<file path="src/hdl/jjj_pkg.sv">
// shared types and constants of the joystick joint jog controller
`timescale 1ns / 1ps
package jjj_pkg;

	localparam int NUM_JOINTS = 6;
	localparam int NUM_STICKS = 3;
	localparam int STICK_W = 10;
	localparam int SPEED_W = 16;
	localparam int ANGLE_W = 32;
	localparam int EXC_W = STICK_W + 1;
	localparam int PROD_W = EXC_W + SPEED_W + 1;
	localparam int CFG_IDX_W = 3;
	localparam int CFG_DATA_W = 16;
	localparam int JIDX_W = 3;

	localparam logic [STICK_W-1:0] DEADBAND_LOW_RST = 10'd480;
	localparam logic [STICK_W-1:0] DEADBAND_HIGH_RST = 10'd544;
	localparam logic [SPEED_W-1:0] SPEED_MAX_RST = 16'd1024;
	localparam logic [SPEED_W-1:0] SPEED_MIN_RST = 16'd102;
	localparam logic [SPEED_W-1:0] SPEED_STEP_RST = 16'd102;
	localparam logic [SPEED_W-1:0] SPEED_RST = 16'd512;

	localparam logic signed [ANGLE_W-1:0] ANGLE_MIN = {1'b1, {(ANGLE_W-1){1'b0}}};
	localparam logic signed [ANGLE_W-1:0] ANGLE_MAX = {1'b0, {(ANGLE_W-1){1'b1}}};

	// button bits, active low
	localparam int BTN_UP = 0;
	localparam int BTN_DOWN = 1;
	localparam int BTN_GRIP_ON = 2;
	localparam int BTN_GRIP_OFF = 3;

	typedef enum logic [CFG_IDX_W-1:0] {
		CFG_DEADBAND_LOW  = 3'd0,
		CFG_DEADBAND_HIGH = 3'd1,
		CFG_SPEED_MAX     = 3'd2,
		CFG_SPEED_MIN     = 3'd3,
		CFG_SPEED_STEP    = 3'd4
	} cfg_idx_t;

	typedef enum logic {
		CMD_SAMPLE = 1'b0,
		CMD_LIMITS = 1'b1
	} cmd_t;

	typedef struct packed {
		logic                      cmd;
		logic [STICK_W-1:0]        stick_x_left;
		logic [STICK_W-1:0]        stick_y_left;
		logic [STICK_W-1:0]        stick_y_right;
		logic                      joint_mode;
		logic                      wrist_group;
		logic [3:0]                buttons_n;
		logic [JIDX_W-1:0]         joint_index;
		logic signed [ANGLE_W-1:0] limit_low;
		logic signed [ANGLE_W-1:0] limit_high;
	} in_item_t;

	typedef struct packed {
		logic signed [ANGLE_W-1:0] joint_0;
		logic signed [ANGLE_W-1:0] joint_1;
		logic signed [ANGLE_W-1:0] joint_2;
		logic signed [ANGLE_W-1:0] joint_3;
		logic signed [ANGLE_W-1:0] joint_4;
		logic signed [ANGLE_W-1:0] joint_5;
		logic                      grip_closed;
		logic                      limit_hit;
		logic [SPEED_W-1:0]        speed_now;
	} out_item_t;

	// control of one stick lane
	typedef struct packed {
		logic take;
		logic calc;
	} lane_ctl_t;

	// control of one joint lane at commit
	typedef struct packed {
		logic                      commit;
		logic                      jog;
		logic                      load;
		logic signed [ANGLE_W-1:0] limit_low;
		logic signed [ANGLE_W-1:0] limit_high;
	} joint_ctl_t;

endpackage

</file>
<file path="src/hdl/jjj_if.sv">
// valid/ready channel interfaces for joystick items and results
`timescale 1ns / 1ps
interface jjj_in_if;
	import jjj_pkg::*;
	logic     valid;
	logic     ready;
	in_item_t data;
	modport source(output valid, output data, input ready);
	modport sink(input valid, input data, output ready);
endinterface

interface jjj_out_if;
	import jjj_pkg::*;
	logic      valid;
	logic      ready;
	out_item_t data;
	modport source(output valid, output data, input ready);
	modport sink(input valid, input data, output ready);
endinterface

</file>
<file path="src/hdl/joystick_joint_jog_controller_unit.sv">
// Joystick joint jog controller. Takes one item per cycle back to back while
// the output does not stall and gives one result per item through stage one,
// stage two and the commit stage: stage one takes the speed buttons and grip
// and registers the stick deadband excess, stage two multiplies the excess by
// the jog speed in three stick lanes, and the commit stage adds, saturates and
// clamps all six joints in parallel lanes into the output register. Limit
// loads (cmd 1) pass through the same stages. A stalled output holds the
// result while up to two more items continue to flow into the pipeline.
`timescale 1ns / 1ps
module joystick_joint_jog_controller_unit (
	input  logic                               clk,
	input  logic                               arst_n,
	jjj_in_if.sink                             in_ch,
	jjj_out_if.source                          out_ch,
	input  logic                               cfg_we,
	input  logic [jjj_pkg::CFG_IDX_W-1:0]      cfg_index,
	input  logic [jjj_pkg::CFG_DATA_W-1:0]     cfg_data
);
	import jjj_pkg::*;

	// configuration
	logic [STICK_W-1:0] deadband_low_q;
	logic [STICK_W-1:0] deadband_high_q;
	logic [SPEED_W-1:0] speed_max_q;
	logic [SPEED_W-1:0] speed_min_q;
	logic [SPEED_W-1:0] speed_step_q;

	// kept state
	logic [SPEED_W-1:0] speed_q;
	logic               up_armed_q;
	logic               down_armed_q;
	logic               grip_q;
	logic               clamp_flag_q;

	// pipeline control
	logic v1_q, v2_q, out_valid_q;
	logic accept, adv2, commit;

	// stage payload
	logic                      cmd_s1, cmd_s2;
	logic                      mode_s1, mode_s2;
	logic                      wrist_s1, wrist_s2;
	logic [JIDX_W-1:0]         jidx_s1, jidx_s2;
	logic signed [ANGLE_W-1:0] lim_lo_s1, lim_lo_s2;
	logic signed [ANGLE_W-1:0] lim_hi_s1, lim_hi_s2;
	logic [SPEED_W-1:0]        speed_s1, speed_s2;
	logic                      grip_s1, grip_s2;

	logic [SPEED_W:0]   up_sum;
	logic [SPEED_W-1:0] sp_up;
	logic [SPEED_W-1:0] sp_dn;
	logic [SPEED_W-1:0] dn_diff;
	logic               grip_next;
	logic               is_sample;

	lane_ctl_t                 lane_ctl;
	logic [STICK_W-1:0]        sticks [NUM_STICKS];
	logic signed [PROD_W-1:0]  prod_s2 [NUM_STICKS];
	logic signed [ANGLE_W-1:0] angle_next [NUM_JOINTS];
	logic [NUM_JOINTS-1:0]     hits;
	logic                      jog_now;
	out_item_t                 out_q;

	assign commit = v2_q && (!out_valid_q || out_ch.ready);
	assign adv2 = v1_q && (!v2_q || commit);
	assign in_ch.ready = !v1_q || adv2;
	assign accept = in_ch.valid && in_ch.ready;
	assign is_sample = (in_ch.data.cmd == CMD_SAMPLE);

	always_ff @(posedge clk or negedge arst_n) begin
		if (!arst_n) begin
			deadband_low_q <= DEADBAND_LOW_RST;
			deadband_high_q <= DEADBAND_HIGH_RST;
			speed_max_q <= SPEED_MAX_RST;
			speed_min_q <= SPEED_MIN_RST;
			speed_step_q <= SPEED_STEP_RST;
		end else if (cfg_we) begin
			case (cfg_index)
				CFG_DEADBAND_LOW: deadband_low_q <= cfg_data[STICK_W-1:0];
				CFG_DEADBAND_HIGH: deadband_high_q <= cfg_data[STICK_W-1:0];
				CFG_SPEED_MAX: speed_max_q <= cfg_data[SPEED_W-1:0];
				CFG_SPEED_MIN: speed_min_q <= cfg_data[SPEED_W-1:0];
				CFG_SPEED_STEP: speed_step_q <= cfg_data[SPEED_W-1:0];
				default: ;
			endcase
		end
	end

	// speed up is applied before speed down
	always_comb begin
		up_sum = {1'b0, speed_q} + {1'b0, speed_step_q};
		if (!in_ch.data.buttons_n[BTN_UP] && up_armed_q) begin
			sp_up = (up_sum > {1'b0, speed_max_q}) ? speed_max_q : up_sum[SPEED_W-1:0];
		end else begin
			sp_up = speed_q;
		end
		dn_diff = sp_up - speed_step_q;
		if (!in_ch.data.buttons_n[BTN_DOWN] && down_armed_q) begin
			sp_dn = (sp_up >= speed_step_q && dn_diff >= speed_min_q) ? dn_diff
				: speed_min_q;
		end else begin
			sp_dn = sp_up;
		end
		if (!in_ch.data.buttons_n[BTN_GRIP_OFF]) begin
			grip_next = 1'b0;
		end else if (!in_ch.data.buttons_n[BTN_GRIP_ON]) begin
			grip_next = 1'b1;
		end else begin
			grip_next = grip_q;
		end
	end

	always_ff @(posedge clk or negedge arst_n) begin
		if (!arst_n) begin
			speed_q <= SPEED_RST;
			up_armed_q <= 1'b1;
			down_armed_q <= 1'b1;
			grip_q <= 1'b0;
		end else if (accept && is_sample) begin
			speed_q <= sp_dn;
			up_armed_q <= in_ch.data.buttons_n[BTN_UP];
			down_armed_q <= in_ch.data.buttons_n[BTN_DOWN];
			grip_q <= grip_next;
		end
	end

	always_ff @(posedge clk or negedge arst_n) begin
		if (!arst_n) begin
			v1_q <= 1'b0;
			v2_q <= 1'b0;
			out_valid_q <= 1'b0;
		end else begin
			if (accept) begin
				v1_q <= 1'b1;
			end else if (adv2) begin
				v1_q <= 1'b0;
			end
			if (adv2) begin
				v2_q <= 1'b1;
			end else if (commit) begin
				v2_q <= 1'b0;
			end
			if (commit) begin
				out_valid_q <= 1'b1;
			end else if (out_ch.ready) begin
				out_valid_q <= 1'b0;
			end
		end
	end

	always_ff @(posedge clk) begin
		if (accept) begin
			cmd_s1 <= in_ch.data.cmd;
			mode_s1 <= in_ch.data.joint_mode;
			wrist_s1 <= in_ch.data.wrist_group;
			jidx_s1 <= in_ch.data.joint_index;
			lim_lo_s1 <= in_ch.data.limit_low;
			lim_hi_s1 <= in_ch.data.limit_high;
			speed_s1 <= is_sample ? sp_dn : speed_q;
			grip_s1 <= is_sample ? grip_next : grip_q;
		end
		if (adv2) begin
			cmd_s2 <= cmd_s1;
			mode_s2 <= mode_s1;
			wrist_s2 <= wrist_s1;
			jidx_s2 <= jidx_s1;
			lim_lo_s2 <= lim_lo_s1;
			lim_hi_s2 <= lim_hi_s1;
			speed_s2 <= speed_s1;
			grip_s2 <= grip_s1;
		end
	end

	assign lane_ctl.take = accept;
	assign lane_ctl.calc = adv2;
	assign sticks[0] = in_ch.data.stick_x_left;
	assign sticks[1] = in_ch.data.stick_y_left;
	assign sticks[2] = in_ch.data.stick_y_right;

	for (genvar k = 0; k < NUM_STICKS; k++) begin : g_stick
		jjj_stick_lane u_stick (
			.clk          (clk),
			.ctl          (lane_ctl),
			.stick        (sticks[k]),
			.deadband_low (deadband_low_q),
			.deadband_high(deadband_high_q),
			.speed        (speed_s1),
			.product      (prod_s2[k])
		);
	end

	assign jog_now = (cmd_s2 == CMD_SAMPLE) && mode_s2;

	for (genvar j = 0; j < NUM_JOINTS; j++) begin : g_joint
		localparam int LANE = j % NUM_STICKS;
		localparam logic GROUP = (j >= NUM_STICKS);
		joint_ctl_t               jctl;
		logic signed [PROD_W-1:0] prod_sel;

		// joints outside the selected group still get clamped
		assign prod_sel = (wrist_s2 == GROUP) ? prod_s2[LANE] : '0;
		assign jctl.commit = commit;
		assign jctl.jog = jog_now;
		assign jctl.load = (cmd_s2 == CMD_LIMITS) && (jidx_s2 == JIDX_W'(j));
		assign jctl.limit_low = lim_lo_s2;
		assign jctl.limit_high = lim_hi_s2;

		jjj_joint_lane u_joint (
			.clk       (clk),
			.arst_n    (arst_n),
			.ctl       (jctl),
			.product   (prod_sel),
			.angle_next(angle_next[j]),
			.hit       (hits[j])
		);
	end

	always_ff @(posedge clk or negedge arst_n) begin
		if (!arst_n) begin
			clamp_flag_q <= 1'b0;
		end else if (commit && jog_now) begin
			clamp_flag_q <= |hits;
		end
	end

	always_ff @(posedge clk) begin
		if (commit) begin
			out_q.joint_0 <= angle_next[0];
			out_q.joint_1 <= angle_next[1];
			out_q.joint_2 <= angle_next[2];
			out_q.joint_3 <= angle_next[3];
			out_q.joint_4 <= angle_next[4];
			out_q.joint_5 <= angle_next[5];
			out_q.grip_closed <= grip_s2;
			out_q.limit_hit <= jog_now ? (|hits) : clamp_flag_q;
			out_q.speed_now <= speed_s2;
		end
	end

	assign out_ch.valid = out_valid_q;
	assign out_ch.data = out_q;

`ifndef SYNTH
	a_accept_fills_s1: assert property (@(posedge clk) disable iff (!arst_n)
		accept |=> v1_q)
		else $error("accepted transaction did not reach stage one");

	a_commit_gives_result: assert property (@(posedge clk) disable iff (!arst_n)
		commit |=> out_ch.valid)
		else $error("committed transaction did not show a result");

	a_no_idle_stall: assert property (@(posedge clk) disable iff (!arst_n)
		(v2_q && !out_ch.valid) |-> commit)
		else $error("stage two held with an empty output register");

	a_ready_when_empty: assert property (@(posedge clk) disable iff (!arst_n)
		!v1_q |-> in_ch.ready)
		else $error("input not ready with stage one empty");
`endif

endmodule

</file>
<file path="src/hdl/jjj_stick_lane.sv">
// one stick lane: deadband excess, then excess times speed
`timescale 1ns / 1ps
module jjj_stick_lane (
	input  logic                                 clk,
	input  jjj_pkg::lane_ctl_t                   ctl,
	input  logic [jjj_pkg::STICK_W-1:0]          stick,
	input  logic [jjj_pkg::STICK_W-1:0]          deadband_low,
	input  logic [jjj_pkg::STICK_W-1:0]          deadband_high,
	input  logic [jjj_pkg::SPEED_W-1:0]          speed,
	output logic signed [jjj_pkg::PROD_W-1:0]    product
);
	import jjj_pkg::*;

	logic signed [EXC_W-1:0]  excess;
	logic signed [EXC_W-1:0]  excess_s1;
	logic signed [PROD_W-1:0] product_s2;

	always_comb begin
		if (stick < deadband_low) begin
			excess = signed'({1'b0, stick}) - signed'({1'b0, deadband_low});
		end else if (stick > deadband_high) begin
			excess = signed'({1'b0, stick}) - signed'({1'b0, deadband_high});
		end else begin
			excess = '0;
		end
	end

	always_ff @(posedge clk) begin
		if (ctl.take) begin
			excess_s1 <= excess;
		end
		if (ctl.calc) begin
			product_s2 <= PROD_W'(excess_s1 * signed'({1'b0, speed}));
		end
	end

	assign product = product_s2;

endmodule

</file>
<file path="src/hdl/jjj_joint_lane.sv">
// one joint lane: angle and limit registers, saturating add and clamp
`timescale 1ns / 1ps
module jjj_joint_lane (
	input  logic                                 clk,
	input  logic                                 arst_n,
	input  jjj_pkg::joint_ctl_t                  ctl,
	input  logic signed [jjj_pkg::PROD_W-1:0]    product,
	output logic signed [jjj_pkg::ANGLE_W-1:0]   angle_next,
	output logic                                 hit
);
	import jjj_pkg::*;

	logic signed [ANGLE_W-1:0] angle_q;
	logic signed [ANGLE_W-1:0] min_q;
	logic signed [ANGLE_W-1:0] max_q;
	logic signed [ANGLE_W:0]   sum;
	logic signed [ANGLE_W-1:0] sat;
	logic signed [ANGLE_W-1:0] clamped;
	logic                      clamp_hit;

	always_comb begin
		sum = {angle_q[ANGLE_W-1], angle_q} + (ANGLE_W + 1)'(product);
		// overflow when the two top bits disagree
		if (sum[ANGLE_W] != sum[ANGLE_W-1]) begin
			sat = sum[ANGLE_W] ? ANGLE_MIN : ANGLE_MAX;
		end else begin
			sat = sum[ANGLE_W-1:0];
		end
		clamp_hit = 1'b1;
		if (sat < min_q) begin
			clamped = min_q;
		end else if (sat > max_q) begin
			clamped = max_q;
		end else begin
			clamped = sat;
			clamp_hit = 1'b0;
		end
		angle_next = ctl.jog ? clamped : angle_q;
		hit = ctl.jog && clamp_hit;
	end

	always_ff @(posedge clk or negedge arst_n) begin
		if (!arst_n) begin
			angle_q <= '0;
			min_q <= ANGLE_MIN;
			max_q <= ANGLE_MAX;
		end else if (ctl.commit) begin
			angle_q <= angle_next;
			if (ctl.load) begin
				min_q <= ctl.limit_low;
				max_q <= ctl.limit_high;
			end
		end
	end

endmodule
</file>
<file path="src/flat_wrapper.sv">
// flat-port wrapper written by rule: the top's interface ports become plain ports
module joystick_joint_jog_controller_unit_flat import jjj_pkg::*;
  (clk, arst_n, cfg_we, cfg_index, cfg_data, in_ch_valid, in_ch_data, in_ch_ready, out_ch_valid, out_ch_data, out_ch_ready);
  jjj_in_if in_ch_i ();
  jjj_out_if out_ch_i ();
  input  logic clk;
  input  logic arst_n;
  input  logic cfg_we;
  input  logic [jjj_pkg::CFG_IDX_W-1:0] cfg_index;
  input  logic [jjj_pkg::CFG_DATA_W-1:0] cfg_data;
  input wire logic [$bits(in_ch_i.valid)-1:0] in_ch_valid;
  input wire logic [$bits(in_ch_i.data)-1:0] in_ch_data;
  output wire logic [$bits(in_ch_i.ready)-1:0] in_ch_ready;
  output wire logic [$bits(out_ch_i.valid)-1:0] out_ch_valid;
  output wire logic [$bits(out_ch_i.data)-1:0] out_ch_data;
  input wire logic [$bits(out_ch_i.ready)-1:0] out_ch_ready;
  assign in_ch_i.valid = in_ch_valid;
  assign in_ch_i.data = in_ch_data;
  assign in_ch_ready = in_ch_i.ready;
  assign out_ch_valid = out_ch_i.valid;
  assign out_ch_data = out_ch_i.data;
  assign out_ch_i.ready = out_ch_ready;
  joystick_joint_jog_controller_unit u_core (.clk(clk), .arst_n(arst_n), .in_ch(in_ch_i), .out_ch(out_ch_i), .cfg_we(cfg_we), .cfg_index(cfg_index), .cfg_data(cfg_data));
endmodule
</file>
<file path="config.mk">
export PLATFORM = sky130hd
export DESIGN_NAME = joystick_joint_jog_controller_unit_flat
export DESIGN_NICKNAME = d
export VERILOG_FILES = /design/src/hdl/jjj_pkg.sv /design/src/hdl/jjj_if.sv /design/src/hdl/joystick_joint_jog_controller_unit.sv /design/src/hdl/jjj_stick_lane.sv /design/src/hdl/jjj_joint_lane.sv /design/src/flat_wrapper.sv
export SDC_FILE = /design/constraint.sdc
export NUM_CORES = 2
export LEC_CHECK = 0
export ABC_AREA = 1
export BUFFER_PORTS_ARGS = -buffer_cell sky130_fd_sc_hd__buf_2
export CAP_MARGIN = 20
export CORE_MARGIN = 10
export CORE_UTILIZATION = 40
export CTS_CLUSTER_DIAMETER = 50
export CTS_CLUSTER_SIZE = 16
export DETAILED_ROUTE_END_ITERATION = 8
export GPL_ROUTABILITY_DRIVEN = 0
export PLACE_DENSITY = 0.6
export SLEW_MARGIN = 25
export SYNTH_ARGS = -nofsm -noshare
export SYNTH_HDL_FRONTEND = slang
export SYNTH_SLANG_ARGS = --single-unit
</file>
<file path="constraint.sdc">
create_clock -name clk -period 22.7 [get_ports clk]
set_clock_uncertainty 0.2 [all_clocks]
set_input_delay 2.27 -clock clk [delete_from_list [all_inputs] [get_ports clk]]
set_output_delay 2.27 -clock clk [all_outputs]
set_load 0.03 [all_outputs]
</file>
Yosys cells after proc, flatten, opt, wreduce, memory -nomap -nowiden
Index checks and enable logic that the tools add are counted.
{"block": "op_classes", "muxes": 69, "n_eq_ne": 15, "n_lt_le_gt_ge": 21, "n_bitwise": 2, "n_addsub": 14, "n_reduce_logical": 46, "mul": 3}
{"operator": "$mux W32", "count": 30}
{"operator": "$add A32 B28 Y33", "count": 6}
{"operator": "$gt A32 B32 Y1", "count": 6}
{"operator": "$lt A32 B32 Y1", "count": 6}
{"operator": "$mux W28", "count": 6}
{"operator": "$mul A11 B17 Y28", "count": 3}
{"operator": "$mux W16", "count": 5}
{"operator": "$mux W11", "count": 6}
{"operator": "$sub A10 B10 Y11", "count": 6}
{"operator": "$ge A16 B16 Y1", "count": 2}
{"operator": "$gt A10 B10 Y1", "count": 3}
{"operator": "$lt A10 B10 Y1", "count": 3}
{"operator": "$mux W1", "count": 22}
{"operator": "$reduce_and A2 Y1", "count": 11}
{"operator": "$logic_and A1 B1 Y1", "count": 21}
{"operator": "$add A16 B16 Y17", "count": 1}
{"operator": "$gt A17 B16 Y1", "count": 1}
{"operator": "$sub A16 B16 Y16", "count": 1}
{"operator": "$eq A3 B2 Y1 const B", "count": 4}
{"operator": "$eq A3 B3 Y1 const B", "count": 3}
{"operator": "$eq A3 B1 Y1 const B", "count": 2}
{"operator": "$logic_not A3 Y1", "count": 2}
{"operator": "$ne A1 B1 Y1", "count": 6}
{"operator": "$reduce_bool A2 Y1", "count": 3}
{"operator": "4 further kinds", "count": 11}
{"block": "word_totals", "out_inout_bits": 212, "word_cells": 232, "regBits": 1168, "inputBits": 128}

Longest topological paths before layout
{"block": "depth", "word_depth": 10, "depth_mapped": 45, "ltp_nobuf": 44}

Cells and area by module
From an unflattened synthesis, not the netlist that was laid out.
{"block": "hier_totals", "hier_cells": 13134, "area_unflattened_um2": 103285.3}
{"module": "jjj_joint_lane", "seq_area_each_um2": 2442.3, "instances": 6, "area_each_um2": 9371.5, "cells_per_inst": 1288}
{"module": "joystick_joint_jog_controller_unit", "seq_area_each_um2": 13830.8, "instances": 1, "area_each_um2": 19992.9, "cells_per_inst": 1743}
{"module": "jjj_stick_lane at u_core.g_stick[1].u_stick ...", "seq_area_each_um2": 1171.1, "instances": 2, "area_each_um2": 9001.1, "cells_per_inst": 1216}
{"module": "jjj_stick_lane at u_core.g_stick[0].u_stick", "seq_area_each_um2": 1171.1, "instances": 1, "area_each_um2": 9061.2, "cells_per_inst": 1231}

Worst setup path before layout
OpenSTA, ideal clock, no wires.
{"block": "synth_path", "path_type": "input-to-reg", "start": "input out_ch_ready", "end": "register u_core.out_q, in the netlist u_core.out_ch.data[0], enable pin", "setup_slack_ps": 13184, "path_buffers": 2, "stages": 6, "setup_time_ps": 657, "arrival_ps": 8660, "required_ps": 21843, "cell_sequence": "inv_1 nand2_1 nand2_1 clkbuf_1 inv_2 clkbuf_1"}
{"block": "synth_via", "elab_chain_cells": 2}
{"element": "from (decl)", "line_no": "flat_wrapper.sv:16", "text": "input wire logic [$bits(out_ch_i.ready)-1:0] out_ch_ready;"}
{"element": "$logic_or A1 B1 Y1", "line_no": "joystick_joint_jog_controller_unit.sv:64", "text": "assign commit = v2_q && (!out_valid_q || out_ch.ready);"}
{"element": "$logic_and A1 B1 Y1", "line_no": "joystick_joint_jog_controller_unit.sv:64"}
{"element": "named net u_core.commit", "line_no": "joystick_joint_jog_controller_unit.sv:37", "text": "logic accept, adv2, commit;"}
{"element": "to (decl)", "line_no": "joystick_joint_jog_controller_unit.sv:62", "text": "out_item_t out_q;"}
The timed path passes the listed nets, and every way through them passes these cells.
A chain may end at the register's enable or synchronous reset.

Worst setup path in the final report
{"block": "layout_path", "start": "register u_core.wrist_s2", "end": "register u_core.out_q, in the netlist u_core.out_ch.data[16] (data pin)"}
{"block": "layout_via", "elab_chain_cells": 10, "elab_cells_between_ends": 62, "cone_classes": "add/sub (6); order compare (12); eq/ne (6); mux (31); reduce/logical (7)"}
{"element": "from (decl)", "line_no": "joystick_joint_jog_controller_unit.sv:42", "text": "logic wrist_s1, wrist_s2;"}
{"element": "from (signal assigned)", "line_no": "joystick_joint_jog_controller_unit.sv:165", "text": "wrist_s2 <= wrist_s1;"}
{"element": "$mux W28", "line_no": "joystick_joint_jog_controller_unit.sv:201", "text": "assign prod_sel = (wrist_s2 == GROUP) ? prod_s2[LANE] : '0;"}
{"element": "$add A32 B28 Y33", "line_no": "jjj_joint_lane.sv:22", "text": "sum = {angle_q[ANGLE_W-1], angle_q} + (ANGLE_W + 1)'(product);"}
{"element": "$mux W32 or $ne A1 B1 Y1 (tied branches)", "line_no": "jjj_joint_lane.sv:25, jjj_joint_lane.sv:24"}
{"element": "$mux W32", "line_no": "jjj_joint_lane.sv:24", "text": "if (sum[ANGLE_W] != sum[ANGLE_W-1]) begin"}
{"element": "$gt A32 B32 Y1", "line_no": "jjj_joint_lane.sv:32", "text": "end else if (sat > max_q) begin"}
{"element": "$mux W1", "line_no": "jjj_joint_lane.sv:32"}
{"element": "$mux W1", "line_no": "jjj_joint_lane.sv:30", "text": "if (sat < min_q) begin"}
{"element": "$logic_and A1 B1 Y1", "line_no": "jjj_joint_lane.sv:39", "text": "hit = ctl.jog && clamp_hit;"}
{"element": "$reduce_or A6 Y1 (*)", "line_no": "joystick_joint_jog_controller_unit.sv:235", "text": "out_q.limit_hit <= jog_now ? (|hits) : clamp_flag_q;"}
{"element": "$mux W1 (*)", "line_no": "joystick_joint_jog_controller_unit.sv:235"}
Every way passes the cells marked *; elsewhere a longest branch is shown, timed or not.

==> summary.md <==
| Metric | Value |
|---|---|
| Via density | `between 5 and 6` |
| Crit path max fanout | `168` |
| DIE WIDTH | `501 um` |
| Syn_area_per_cell | `7.84 sq um` |
| Startpoint types | `flip-flop` |
| Crit-path most repeated cell | `nand2_1` |
| CTS tree | `built` |
| Max incr delay on CP | `around 0.67 ns` |
| Mapped cell area | `92400 sq um` |
| PostCTS Resize Cnt | `0` |
| Vias in the first global route | `79000` |
| Worst reg2reg path depth | `34` |
| TritonRoute pass-1 iters | `6` |
| Synth top area share | `16.3%` |
| Slowest-stage cell, CP | `ha_1` |
| Final TNS setup | `0 ns` |
| Worst setup EP type | `flip-flop` |
| Minimum clock period | `roughly 9.0 ns` |
| Worst EP arrival | `around 9.4 ns` |
| R2r endpoint | `u_core.out_ch.data[16]$_DFFE_PP_` |
| Initial Util | `a little over 40%` |
| RSZ-0062 raised after global routing | `false` |
| First-pass GRT wire length | `~480000 um` |
| Area delta synth->final | `10.5%` |
| Setup Buffers After CTS | `0` |
| Hold Path Class | `reg2reg` |
| Remaining DRCs | `0` |
| CP startpoint | `u_core.wrist_s2$_DFFE_PP_` |
| RR Startpoint | `u_core.wrist_s2$_DFFE_PP_` |
| Clock Sinks | `approximately 1200` |
| Fraction of layout instances using a drive strength above 1 | `slightly below 9%` |
| Slew @ Worst Pin | `~1.1 ns` |
| Top Ports | `between 300 and 400` |
| Worst-path clk slew | `roughly 0.07 ns` |
| Req. time, crit path | `roughly 23 ns` |
| Ys async rst share | `a little under three fifths` |
| Status | `finished clean` |
| Max transition margin | `around a quarter` |
| CTS Hold Bufs | `0` |
| Final setup vio count | `0` |
| Drt first-iter violations | `8173` |
| GRT Util Overall | `about 25%` |
| Mapped Nets | `roughly 13000` |
| Post-synthesis register bit count | `approximately 1200` |
| Seq/Total Area, Yosys | `about 35%` |
| GRT overflow | `0` |
| Area leader, netlist | `edfxtp_1` |
| Final Hold Fails | `0` |
| DR WL/cell | `roughly 21 um` |
| Die area | `~250000 sq um` |
| Setup crit end | `u_core.out_ch.data[16]$_DFFE_PP_` |
| Routed via count | `a little over 80000` |
| Core ar. | `between 200000 and 250000 sq um` |
| CTS Buffer Depth | `3` |
| Syn Inst Count | `approximately 12000` |
| Clk_lat worst skew | `between 0.8 and 0.9 ns` |
| H-tree depth | `4` |
| Post-route ant nets | `0` |
| Synth unique cells | `64` |
| Die boundary height | `501 um` |
| Warnings, synthesis | `0` |
| Row count | `176` |
| Initial antenna violation count | `21` |
| Final period util | `a little under 40%` |
| Max cap viols | `0` |
| CTS root buf | `clkbuf_16` |
| Number of port buffers | `339` |
| Ys flop type | `edfxtp_1` |
| Main area contributors after synthesis | `edfxtp_1 (16%), nand2_1 (14%), ha_1 (13%)` |
| TritonCTS Buffers | `148` |
| Number of synthesized flops with an enable pin | `roughly 500` |
| Final nets | `between 10000 and 15000` |
| Final HPWL DP | `between 200000 and 250000 um` |
| Total length of routed wires | `roughly 320000 um` |
| R2r setup slk | `between 10 and 15 ns` |
| Fmax | `approximately 110 MHz` |
| Final-report max-slew violation count | `0` |
| Crit path kind | `reg2reg` |
| Pin count of the biggest net entering global routing | `roughly 170` |
[worst min path at each step]
stage,from,endpoint,slack (ns),cells after the start
final,u_core.lim_hi_s1[12]$_DFFE_PP_,u_core.lim_hi_s2[12]$_DFFE_PP_,0.21,0
after global routing,u_core.lim_hi_s1[4]$_DFFE_PP_,u_core.lim_hi_s2[4]$_DFFE_PP_,0.22,0
after CTS,u_core.lim_hi_s1[14]$_DFFE_PP_,u_core.lim_hi_s2[14]$_DFFE_PP_,0.20,0
after detailed placement,u_core.cmd_s1$_DFFE_PP_,u_core.cmd_s2$_DFFE_PP_,0.20,0
after global placement,u_core.lim_lo_s1[7]$_DFFE_PP_,u_core.lim_lo_s2[7]$_DFFE_PP_,0.20,0
after floorplan,u_core.cmd_s1$_DFFE_PP_,u_core.cmd_s2$_DFFE_PP_,0.20,0
[final cells by class]
| class | count | area [sq um] |
|---|---|---|
| well taps | 3026 | 3790 |
| diodes | 9 | 22.5 |
| repair buffers | 431 | 2480 |
| multi-input cells | 8083 | 50800 |
| flip-flops and latches | 1168 | 32000 |
| clock buffers | 166 | 3890 |
| clock inverters | 110 | 1350 |
| fillers | 22900 | 128000 |
| inverters | 2085 | 7870 |
[registers in the layout (all words and copies together), names as in the netlist, 10 cells and up]
name and flops:
u_core.g_stick.u_stick.excess_s1 33, u_core.deadband_low_q 10, u_core.speed_step_q 16, u_core.lim_hi_s2 32, u_core.speed_max_q 16, u_core.speed_q 16, u_core.lim_lo_s2 32, u_core.g_joint.u_joint.max_q 192
u_core.speed_min_q 16, u_core.speed_s2 16, u_core.deadband_high_q 10, u_core.g_joint.u_joint.min_q 192, u_core.g_joint.u_joint.angle_q 192, u_core.lim_lo_s1 32, u_core.out_ch.data 210, u_core.lim_hi_s1 32
u_core.speed_s1 16, u_core.g_stick.u_stick.product 84
[through the flow]
step	worst slack (ns)	cell area (sq um)	instances	utilization (%)	hold slack, ns
floorplan	13.18	92400	11800	-	0.200
global placement	13.68	96800	14800	42.1	0.201
detailed placement	13.81	96800	14800	42.1	0.205
CTS	13.81	102000	15100	44.4	0.201
global route	12.86	102000	15100	44.4	0.219
finish	13.67	102000	15100	44.4	0.210
[cell usage after synthesis, types with 14 or more instances]
cell,n
a211oi_1,30
nand3_2,24
fa_1,392
nand2_1,3368
o21a_1,14
a21oi_1,625
clkbuf_1,357
nand3_1,420
nor2_1,483
buf_6,20
ha_1,949
xor2_1,138
xnor2_1,61
dfrtp_1,457
a31oi_1,32
edfxtp_1,501
buf_2,22
or2_2,49
o211ai_1,18
inv_1,2069
nor4_1,19
o21bai_1,32
buf_1,39
o21ai_0,878
nand2_2,38
nor3_1,44
nand4_1,200
o21ai_1,121
dfstp_2,210
a21o_1,28
[routing by layer]
metal | routed length, um | track usage, %
met5 | 84 | 0
met4 | 24100 | 15.9
met3 | 28200 | 5.44
met2 | 139000 | 38.5
met1 | 131000 | 32.0
[layout by cell type, fill, tap and decap left out, types with 49 or more instances in the layout]
master,instances
nand3_1,411
fa_1,392
nand4_1,200
edfxtp_1,501
a21oi_1,625
o21ai_1,122
ha_1,949
nand2_1,3364
dfrtp_1,457
buf_2,338
xnor2_1,61
or2_2,49
o21ai_0,877
nor2_1,479
dfstp_2,210
xor2_1,138
inv_1,2066
buf_4,80
clkbuf_16,151
[worst max-delay path, delay by kind of cell (launching register included)]
kind | cells | cell delay (ns)
flops | 1 | 0.37
simple gates | 21 | 5.10
fa+ha+maj | 3 | 1.36
buf+inv | 6 | 0.89
compound gates | 3 | 0.51
xor+xnor | 1 | 0.26
[kinds of logic (layout without fill, tap and decap cells)]
kind of cell             after synthesis  in the layout  synth area share [%]
AO/OA/AOI/OAI                       1876           1876                  10.9
XOR/XNOR                             199            199                  1.89
adder cells (fa/ha/maj)             1341           1341                  21.3
buffers and inverters               2539           2792                  10.6
flip-flops                          1168           1168                  34.6
multiplexers                           1              1                0.0108
other                                  0              9                     0
AND/OR/NAND/NOR                     4666           4666                  20.7
Power is not shown: default switching activity piles up to over one toggle a cycle in this logic, so the estimate is an artifact.
